==> config.mk <==
export PLATFORM = sky130hd
export DESIGN_NAME = hng_queue
export DESIGN_NICKNAME = d
export VERILOG_FILES = /design/src/rtl/core/hng_pkg.sv /design/src/rtl/core/hng_queue.sv
export SDC_FILE = /design/constraint.sdc
export NUM_CORES = 1
export LEC_CHECK = 0
export ABC_AREA = 0
export BUFFER_PORTS_ARGS = -buffer_cell sky130_fd_sc_hd__buf_2
export CORE_ASPECT_RATIO = 1.2
export CORE_UTILIZATION = 61
export DETAILED_ROUTE_END_ITERATION = 16
export GPL_TIMING_DRIVEN = 0
export HOLD_SLACK_MARGIN = 0.05
export PLACE_DENSITY = 0.91
export SLEW_MARGIN = 15
export SYNTH_ARGS = -nofsm -noshare
export SYNTH_HDL_FRONTEND = slang
export SYNTH_SLANG_ARGS = --single-unit
export TNS_END_PERCENT = 50
==> constraint.sdc <==
create_clock -name clk -period 5.5 [get_ports clk]
set_input_delay 0.275 -clock clk [delete_from_list [all_inputs] [get_ports clk]]
set_output_delay 0.275 -clock clk [all_outputs]
set_load 0.005 [all_outputs]
==> src/rtl/core/hng_pkg.sv <==
// Shared constants and types for the heightmap normal generator.
`timescale 1ns / 1ps
package hng_pkg;
	localparam int HEIGHT_W  = 16;
	localparam int COL_W     = 10;
	localparam int ROW_W     = 16;
	localparam int ABS_W     = 18;
	localparam int SQ_W      = 36;
	localparam int MAG_W     = 15;
	localparam int QDEPTH_W  = 2;
	// squared y component: (2^9)^2
	localparam logic [SQ_W-1:0] AY_SQ = 36'd262144;

	typedef struct packed {
		logic [ABS_W-1:0] ax;
		logic [ABS_W-1:0] az;
		logic             neg_x;
		logic             neg_z;
		logic [ROW_W-1:0] row;
		logic [COL_W-1:0] col;
		logic             last;
		logic             fend;
	} job_t;
endpackage

==> src/rtl/core/hng_queue.sv <==
// Short job queue between the slope front end and the normalizer.
`timescale 1ns / 1ps
module hng_queue (
	input  logic          clk,
	input  logic          arst_n,
	input  logic          push,
	input  hng_pkg::job_t push_job,
	output logic          full,
	input  logic          pop,
	output hng_pkg::job_t head,
	output logic          empty
);
	hng_pkg::job_t                  slot_q [4];
	logic [hng_pkg::QDEPTH_W-1:0]   wp_q, rp_q;
	logic [hng_pkg::QDEPTH_W:0]     cnt_q;

	assign full  = (cnt_q == 3'd4);
	assign empty = (cnt_q == 3'd0);
	assign head  = slot_q[rp_q];

	always_ff @(posedge clk) begin
		if (push && !full) slot_q[wp_q] <= push_job;
	end

	always_ff @(posedge clk or negedge arst_n) begin
		if (!arst_n) begin
			wp_q  <= '0;
			rp_q  <= '0;
			cnt_q <= '0;
		end else begin
			if (push && !full) wp_q <= wp_q + 2'd1;
			if (pop && !empty) rp_q <= rp_q + 2'd1;
			cnt_q <= cnt_q + {2'd0, push && !full} - {2'd0, pop && !empty};
		end
	end
endmodule

==> run metrics <==
worst flop-to-flop path endpoint cnt_q[2]; CTS Sinks 271; Via-to-Cell Ratio 5.70; power density over the cells 516 nW/µm²; complex-gate fraction of the synthesized area 0.00313; leakage 0.00440 µW; Yosys cell types 21; #FFs+latches synth 271; die width 119 µm; layout cells sized above 1 0.409; worst reg2reg path startpoint cnt_q[2]; initial antenna violation count 2; main combinational cell family by area after synthesis multiplexers; clock skew 9.51 ps; Worst-Margin Slew 770 ps; max-cap viol count 0; XOR/XNOR Fraction of Synth Area 0.00350; Final min period 2420 ps; gr usage total 0.241; Final setup viols 0; CTS tree built; DR WL/cell 22.7 µm; Top Ports 138; RSZ-0062 raised after global routing no; # nets final 699; CP max-delay cell nor3b_2; Seq/Total Area, Yosys 0.810; Worst setup SP type register; Setup Buffers After CTS 0; TritonCTS Buffers 26; routability congestion estimate from global placement 0.791; via count 4841; syn_nets 463; Ys Warns 0; outcome finished clean; Die ar. 16900 µm²; Top delay family on crit path simple AND/OR/NAND/NOR gates; most common cell after layout, fill and taps aside edfxtp_1; CP startpoint cnt_q[2]; Area Growth Syn to Fin 25.8%; detailed-route DRC error count 0; worst r2r path cells 8; post-route cell area 12600 µm²; Hold Crit Class in -> reg; Post-Route WL 19300 µm; maximum fanout along the worst path 8; synthesized cell area 10000 µm²; clock root buffer clkbuf_16; Post-DRT Antenna Nets 0; total grt overflow 0; syn_area_per_cell 25.9 µm²; Final Util 0.795; die height 142 µm; core region area 15800 µm²; fin crit share 0.441; mux cell area share after synthesis 0.149; largest net degree at the start of global routing 40; most frequent cells in the layout edfxtp_1 (264), buf_2 (141), dlygate4sd3_1 (67); arrival time worst endpoint 2850 ps; max incr delay on CP 550 ps; Hold Fails Final Rpt 0; Final Max Slew Viols 0; placed cell areas 11100 µm²; Buf/Inv on CP 1; Setup CP Type reg -> reg; post_cts resized 0; vias in the first global route 5345; simple-gate share of the synthesized area 0.0104; hold path depth 3; first-pass GRT wire length 30000 µm; CTS max path bufs 3; Worst path depth 8; H-tree depth 1; Worst setup endpoint cnt_q[2]; FP Rows 50; FF-to-FF setup slack 3080 ps; worst relative slew slack 0.487; Worst Path Required 5920 ps; Clock Latency Late Sink 510 ps; drt initial violations 378; DP HPWL 11300 µm; Crit. End Element register; worst vdd ir 0.447 mV; First-pass DRT Iterations 4; setup tns final 0 ps; crit-path cells nor3b_2 -> nand2b_1 -> ha_1 -> inv_1 -> ha_1 -> fa_1 -> xnor2_1 -> xnor2_1; Buffers on Ports 137; clk slew on worst S/H paths 60 ps; initial core utilization 0.632; area share of fa/ha/maj cells after synthesis 0.00950; Mapped Cells 386; Peak Freq 413 MHz
## how the worst min path moves through the flow
stage,from,end
after floorplan,arst_n,cnt_q[0]
after detailed placement,arst_n,wp_q[1]
after global routing,pop,rp_q[0]
final,pop,rp_q[0]
after CTS,pop,rp_q[0]
after global placement,arst_n,wp_q[1]
## registers in the layout, summed over array words and instances (netlist names)
name / flops
rp_q: 2
wp_q: 2
cnt_q: 3
slot_q: 264
## per-stage QoR
stage / std cells / power (µW) / setup WS [ps] / hold slack [ps]
6_report: 850 / 6500 / 3080 / 99.7
3_5_place_dp: 735 / 4720 / 3220 / 119
4_1_cts: 848 / 6560 / 3120 / 78.0
2_1_floorplan: 386 / 4000 / 2780 / -20.6
5_1_grt: 850 / 6780 / 2970 / 108
3_3_place_gp: 731 / 4620 / 1750 / 110
## cells in the mapped netlist
library cell  number  area share
buf_2              4      0.0020
mux4_2            66        0.15
o31ai_1            1     0.00075
o211ai_1           2      0.0015
buf_12             3      0.0060
buf_6              1      0.0011
buf_1              3      0.0011
buf_4              4      0.0030
and3b_1            4      0.0035
nand2b_1           4      0.0025
nand4bb_1          2      0.0022
dfrtp_1            7       0.018
fa_1               1      0.0020
nand2_1            1     0.00037
nor3b_2            1      0.0012
nor3_1             1     0.00050
o311ai_0           1     0.00088
xnor2_1            4      0.0035
inv_1              6      0.0022
ha_1               6      0.0075
edfxtp_1         264        0.79
## where the power goes
group	total, µW	switching, µW	leakage (µW)	internal (µW)
Clock	1780	703	0.000424	1080
Sequential	2850	126	0.00250	2720
Combinational	1870	918	0.00148	953
## worst min-delay path: stages
cell     delay [ps]
buf_2           110
o31ai_1         110
xnor2_1          70
## area by class of cell
type / count / area (µm²)
clock inverters: 15 / 173
inverters: 6 / 22.5
clock buffers: 31 / 691
multi-input cells: 94 / 1770
repair buffers: 208 / 1440
fillers: 750 / 3240
flip-flops and latches: 271 / 8100
plain buffers: 15 / 133
diodes: 2 / 5.00
well taps: 208 / 260
## cell families (layout without fill, tap and decap cells)
group                      after synthesis  after routing
DFF                                    271            271
AOI/OAI and AO/OA                        4              4
and+or+nand+nor                         13             13
muxes                                   66             66
other                                    0              2
xor gates and xnor gates                 4              4
adders and majority gates                7              7
buffers and inverters                   21            275
## metal layers
layer  part of all wire  global-route usage  up-vias  wire (µm)
li1                   -                   -     2125          -
met1               0.38               0.310     2489       7280
met2               0.54               0.420      191      10400
met3              0.056              0.0425       36       1090
met4              0.025              0.0853        0        481
met5                  0                   0        -          0
## timing repair
action,in CTS,in global routing
hold buffers,67,0
endpoints found under the hold margin,271,0
setup endpoints to repair,0,0
Note: power is estimated with default switching activity, not from simulation.
