<file path="src/rtl/core/hng_pkg.sv">
// Shared constants and types for the heightmap normal generator.
`timescale 1ns / 1ps
package hng_pkg;
	localparam int HEIGHT_W  = 16;
	localparam int COL_W     = 10;
	localparam int ROW_W     = 16;
	localparam int ABS_W     = 18;
	localparam int SQ_W      = 36;
	localparam int MAG_W     = 15;
	localparam int QDEPTH_W  = 2;
	// squared y component: (2^9)^2
	localparam logic [SQ_W-1:0] AY_SQ = 36'd262144;

	typedef struct packed {
		logic [ABS_W-1:0] ax;
		logic [ABS_W-1:0] az;
		logic             neg_x;
		logic             neg_z;
		logic [ROW_W-1:0] row;
		logic [COL_W-1:0] col;
		logic             last;
		logic             fend;
	} job_t;
endpackage

</file>
<file path="src/rtl/core/hng_back.sv">
// Back end: iterative normalization of slope vectors into unit normals.
`timescale 1ns / 1ps
module hng_back (
	input  logic          clk,
	input  logic          arst_n,
	input  logic          q_empty,
	input  hng_pkg::job_t head,
	output logic          pop,
	output logic          m_tvalid,
	input  logic          m_tready,
	output logic [79:0]   m_tdata,
	output logic          m_tlast,
	output logic          m_tuser
);
	localparam logic [2:0] B_IDLE  = 3'd0;
	localparam logic [2:0] B_SQX   = 3'd1;
	localparam logic [2:0] B_SQZ   = 3'd2;
	localparam logic [2:0] B_SUM   = 3'd3;
	localparam logic [2:0] B_DINIT = 3'd4;
	localparam logic [2:0] B_DIV   = 3'd5;
	localparam logic [2:0] B_SQRT  = 3'd6;
	localparam logic [2:0] B_OUT   = 3'd7;

	hng_pkg::job_t            job_q;
	logic [2:0]               bst_q;
	logic [hng_pkg::SQ_W-1:0] sqx_q, sqz_q, s_q, a2;
	logic [36:0]              rem_q, sh;
	logic [30:0]              quot_q, quot_nx, x_q, res_q, bit_q, trial, res_nx;
	logic [4:0]               cnt_q;
	logic [1:0]               comp_q;
	logic [hng_pkg::MAG_W-1:0] mag_q [3];
	logic [hng_pkg::MAG_W-1:0] mag_nx, ny;
	logic [15:0]              nx, nz;
	logic                     take;

	assign pop  = (bst_q == B_IDLE) && !q_empty;
	assign take = !m_tvalid || m_tready;

	always_comb begin
		case (comp_q)
			2'd0:    a2 = sqx_q;
			2'd1:    a2 = hng_pkg::AY_SQ;
			default: a2 = sqz_q;
		endcase
		sh      = {rem_q[35:0], 1'b0};
		quot_nx = {quot_q[29:0], sh >= {1'b0, s_q}};
		trial   = res_q + bit_q;
		res_nx  = (x_q >= trial) ? (res_q >> 1) + bit_q : res_q >> 1;
		mag_nx  = hng_pkg::MAG_W'((res_nx + 31'd1) >> 1);
		ny      = (mag_q[1] == '0) ? 15'd1 : mag_q[1];
		nx      = job_q.neg_x ? 16'(-{1'b0, mag_q[0]}) : {1'b0, mag_q[0]};
		nz      = job_q.neg_z ? 16'(-{1'b0, mag_q[2]}) : {1'b0, mag_q[2]};
	end

	always_ff @(posedge clk) begin
		case (bst_q)
			B_IDLE:  if (!q_empty) job_q <= head;
			B_SQX:   sqx_q <= job_q.ax * job_q.ax;
			B_SQZ:   sqz_q <= job_q.az * job_q.az;
			B_SUM:   s_q <= sqx_q + sqz_q + hng_pkg::AY_SQ;
			B_DINIT: begin
				cnt_q <= '0;
				if (a2 >= s_q) begin
					rem_q <= {1'b0, a2 - s_q}; quot_q <= 31'd1;
				end else begin
					rem_q <= {1'b0, a2}; quot_q <= '0;
				end
			end
			B_DIV: begin
				cnt_q  <= cnt_q + 5'd1;
				quot_q <= quot_nx;
				rem_q  <= (sh >= {1'b0, s_q}) ? sh - {1'b0, s_q} : sh;
				x_q    <= quot_nx;
				res_q  <= '0;
				bit_q  <= 31'h4000_0000;
			end
			B_SQRT: begin
				if (x_q >= trial) x_q <= x_q - trial;
				res_q <= res_nx;
				bit_q <= bit_q >> 2;
				if (bit_q == 31'd1) mag_q[comp_q] <= mag_nx;
			end
			default: ;
		endcase
		if (bst_q == B_OUT && take) begin
			m_tdata <= {7'd0, job_q.col, job_q.row, nz, ny, nx};
			m_tlast <= job_q.last;
			m_tuser <= job_q.fend;
		end
	end

	always_ff @(posedge clk or negedge arst_n) begin
		if (!arst_n) begin
			bst_q    <= B_IDLE;
			comp_q   <= '0;
			m_tvalid <= 1'b0;
		end else begin
			if (bst_q == B_OUT && take) m_tvalid <= 1'b1;
			else if (m_tready)          m_tvalid <= 1'b0;
			case (bst_q)
				B_IDLE:  if (!q_empty) bst_q <= B_SQX;
				B_SQX:   bst_q <= B_SQZ;
				B_SQZ:   bst_q <= B_SUM;
				B_SUM:   begin comp_q <= '0; bst_q <= B_DINIT; end
				B_DINIT: bst_q <= B_DIV;
				B_DIV:   if (cnt_q == 5'd29) bst_q <= B_SQRT;
				B_SQRT:  if (bit_q == 31'd1) begin
					comp_q <= comp_q + 2'd1;
					bst_q  <= (comp_q == 2'd2) ? B_OUT : B_DINIT;
				end
				B_OUT:   if (take) bst_q <= B_IDLE;
				default: bst_q <= B_IDLE;
			endcase
		end
	end
endmodule

</file>
<file path="config.mk">
export PLATFORM = sky130hd
export DESIGN_NAME = hng_back
export DESIGN_NICKNAME = d
export VERILOG_FILES = /design/src/rtl/core/hng_pkg.sv /design/src/rtl/core/hng_back.sv
export SDC_FILE = /design/constraint.sdc
export NUM_CORES = 2
export LEC_CHECK = 0
export ABC_CLOCK_PERIOD_IN_PS = 10900
export BUFFER_PORTS_ARGS = -buffer_cell sky130_fd_sc_hd__buf_2
export CORE_UTILIZATION = 65
export DETAILED_ROUTE_END_ITERATION = 10
export PLACE_DENSITY = 0.83
export SYNTH_ARGS = -nofsm -noshare
export SYNTH_HDL_FRONTEND = slang
export SYNTH_SLANG_ARGS = --single-unit
</file>
<file path="constraint.sdc">
create_clock -name clk -period 10.9 [get_ports clk]
set_clock_uncertainty 0.05 [all_clocks]
set_input_delay 0.545 -clock clk [delete_from_list [all_inputs] [get_ports clk]]
set_output_delay 0.545 -clock clk [all_outputs]
set_load 0.02 [all_outputs]
</file>
==> metrics.md <==
| Metric | Value |
|---|---|
| WHS Path Cells | `1` |
| Compound-gate portion of the synthesized area | `11.7%` |
| Crit path arrival time | `8.01 ns` |
| Syn Inst Count | `4,381` |
| Worst slew margin | `17.9%` |
| Die Ht | `262 microns` |
| Non-filler cells, final | `5,382` |
| Total CTS buffers | `50` |
| Crit path time final | `7.70 ns` |
| H-tree level count | `2` |
| Reg area | `0.0134 sq mm` |
| Maxcap violations | `0` |
| Power Dens Cells | `114 mW/mm^2` |
| Seq cells post-synth | `447` |
| First-pass DRT Iterations | `5` |
| I/O pin cnt | `154` |
| Die area | `0.0689 sq mm` |
| DRC | `0` |
| CP Capture Type | `flop` |
| Yosys top cell by area | `edfxtp_1` |
| Worst-Skew Late Latency | `0.63 ns` |
| Reg2reg setup slack | `3.20 ns` |
| Main synth FF type | `edfxtp_1` |
| DRC violation total after the first TritonRoute iteration | `2,489` |
| Worst Hold Class | `primary input to flop` |
| Place WS | `3.32 ns` |
| Post-DRT Antenna Nets | `0` |
| Final setup fails | `0` |
| Main combinational cell family by area after synthesis | `adder cells` |
| Post-synthesis cell type count | `82` |
| Total power | `5.40 mW` |
| Avg Cell Area, Syn | `10.1 sq um` |
| Inst Count DP | `5,288` |
| WL/cell | `18.2 microns` |
| Post-CTS setup buffers | `0` |
| Area delta synth->final | `7.17%` |
| WHS Endpoint | `job_q[29]$_DFFE_PP_` |
| Antenna Cells | `0` |
| Area share of the largest cell type after synthesis | `30.0%` |
| Worst setup SP type | `flop` |
| Fin crit share | `70.6%` |
| Run status | `complete, no violations` |
| FP Rows | `95` |
| Reg2Reg Depth | `24` |
| Area taken by multi-input logic gates | `0.0275 sq mm` |
| Hold Vio Cnt, Final | `0` |
| GRT Util Overall | `28.8%` |
| Worst reg2reg path startpoint | `job_q[38]$_DFFE_PP_` |
| Reg clk slew, reported paths | `0.06 ns` |
| Clock root cell | `clkbuf_16` |
| Number of synthesized flops with an enable pin | `441` |
| Synth area leaders | `edfxtp_1 30%, fa_1 20%, ha_1 12%` |
| Initial antenna violation count | `0` |
| Post-synth ARST share | `1.34%` |
| CTS tree | `done` |
| Post-Synth XOR/XNOR Area | `5.80%` |
| Setup_tns | `0 ns` |
| GRT overflow | `0` |
| CP max FO | `18` |
| Worst slew pin tran | `1.22 ns` |
| CP max-delay cell | `edfxtp_1` |
| DR vias/cell | `5.81` |
| Vias in the first global route | `31,800` |
| Post-synthesis mux area share | `0.672%` |
| Worst vdd ir | `0.145 mV` |
| Buf+Inv Stages, Crit Path | `6` |
| Placed Area | `0.0456 sq mm` |
| Largest net degree at the start of global routing | `70` |
| Post-synthesis adder-cell area fraction | `32.2%` |
| Required time of the critical path | `11.21 ns` |
| HPWL after DPL | `75,900 microns` |
| Die width | `262 microns` |
| Reg2reg end | `sqz_q[34]$_DFFE_PP_` |
| Slew Limit Fails | `0` |
| GP Congestion | `0.927` |
| Critical path origin | `job_q[38]$_DFFE_PP_` |
| CP peak stage delay | `0.78 ns` |
| Initial Util | `65.7%` |
| Synth warn | `0` |
| Simple-gate portion of the synthesized area | `11.8%` |
| Layout Nets | `5,410` |
| Post-synth top cells | `717 x inv_1, 441 x edfxtp_1, 437 x fa_1, 435 x ha_1, 396 x nand2_1` |
| Hold slack | `0.0344 ns` |
| Fin area | `0.0473 sq mm` |
| Area of the core | `0.0672 sq mm` |
| Achievable Freq | `130 MHz` |
| Cell class contributing the biggest share of worst-path delay | `adder cells` |
| RSZ-0062 raised after global routing | `no` |
| Post-Route WL | `98,200 microns` |
| First-pass GRT wire length | `160,000 microns` |
| Proportion of layout cells with a drive suffix above 1 | `6.52%` |
| Clock tree buffer depth | `3` |
| CTS sink cnt | `447` |
| Via count | `31,300` |
| Netlist Area Pre-Place | `0.0441 sq mm` |
| Hold wc startpoint | `head[29]` |
| Most numerous cell in the Yosys netlist | `inv_1` |
| Fillers | `4,682` |
| Sequential area share after synthesis | `30.4%` |
| Final worst slack | `3.20 ns` |
| P_leak | `22.1 nW` |
| Crit Path Class | `flop to flop` |
| Critical-path cell list | `and2_1 > inv_1 > fa_1 > inv_1 > fa_1 > inv_1 > fa_1 > fa_1 > inv_1 > fa_1 > inv_1 > fa_1 > inv_1 > ha_1 > a21oi_1 > a211o_1 > o21ai_0 > o41ai_1 > o21ai_0 > o21ai_0 > a31oi_1 > a21o_1 > a21oi_1 > xnor2_1` |
| Port-buffer cells | `146` |
| Post-layout util | `70.4%` |
[cell families (layout without fill, tap and decap cells)]
family	after synthesis	count (layout)
DFF	447	447
adders and majority gates	872	872
and+or+nand+nor	1080	1080
other	2	10
muxes	29	29
xor gates and xnor gates	292	292
AOI/OAI and AO/OA	798	798
buffers and inverters	861	981
[per-layer routing]
layer  up-vias  routed length, microns  part of all wire (%)  track usage (%)
met5         -                       0                     0                0
met4         0                    3170                   3.2             9.78
met3       191                    5680                   5.8             3.16
met2       982                   47900                    49             48.8
met1     15200                   41500                    42             38.9
li1      14900                       -                     -                -
[worst reg2reg max path, delay by kind of cell, from the launching register on]
kind / cells / cell delay, ns
flip-flops: 1 / 0.78
XOR/XNOR: 1 / 0.09
AND/OR/NAND/NOR: 1 / 0.27
AO/OA/AOI/OAI: 9 / 2.51
adder cells (fa/ha/maj): 7 / 3.43
buffers and inverters: 6 / 0.34
[area by class of cell]
cell class,count,area share [%]
clock inverter,33,0.715
clock buffer,60,2.77
tap,873,2.31
sequential,447,28.3
multi-input combinational,3081,58.2
timing repair buffer,168,1.90
inverter,720,5.72
[report_power, final]
group,switching (mW),internal [mW]
sequential,0.170,2.08
clock,0.751,0.942
combinational,0.865,0.592
total,1.79,3.61
[sequential cells by signal, indices dropped and copies added, names as in the netlist, 3 cells and up]
name and count:
sqx_q 35, quot_q 30, rem_q 36, cnt_q 5, mag_q 45, job_q 66, res_q 31, bst_q 3
x_q 31, sqz_q 35, bit_q 16, m_tdata 73, s_q 36
[cell usage in the layout, fill, tap and decap left out, types with 34 or more instances in the layout]
master | synthesis | routed
inv_1 | 717 | 717
edfxtp_1 | 441 | 441
fa_1 | 437 | 437
ha_1 | 435 | 435
nand2_1 | 396 | 395
a21oi_1 | 230 | 230
nor2_1 | 220 | 217
xnor2_1 | 187 | 187
o21ai_0 | 160 | 159
and2_1 | 152 | 152
buf_2 | 2 | 146
xor2_1 | 105 | 105
a21o_1 | 93 | 93
and3_1 | 56 | 56
clkbuf_16 | 0 | 50
nor2b_1 | 50 | 48
a211oi_1 | 47 | 47
nand3_1 | 40 | 40
nand2b_1 | 39 | 39
o21bai_1 | 38 | 38
a31oi_1 | 37 | 37
nor3_1 | 36 | 34
[how the worst max path moves through the flow]
stage / to / depth (start not counted) / slack, ns
floorplan: job_q[0]$_DFFE_PP_ / 2 / 2.65
global placement: sqz_q[34]$_DFFE_PP_ / 24 / 3.59
detailed placement: sqz_q[34]$_DFFE_PP_ / 24 / 3.32
CTS: sqz_q[34]$_DFFE_PP_ / 24 / 3.29
global route: sqz_q[34]$_DFFE_PP_ / 24 / 2.79
finish: sqz_q[34]$_DFFE_PP_ / 24 / 3.20
[timing repair]
action	in CTS	in global routing
hold buffers	1	0
endpoints found under the hold margin	6	0
resized for setup	0	0
Power figures use the tool's default switching activity.
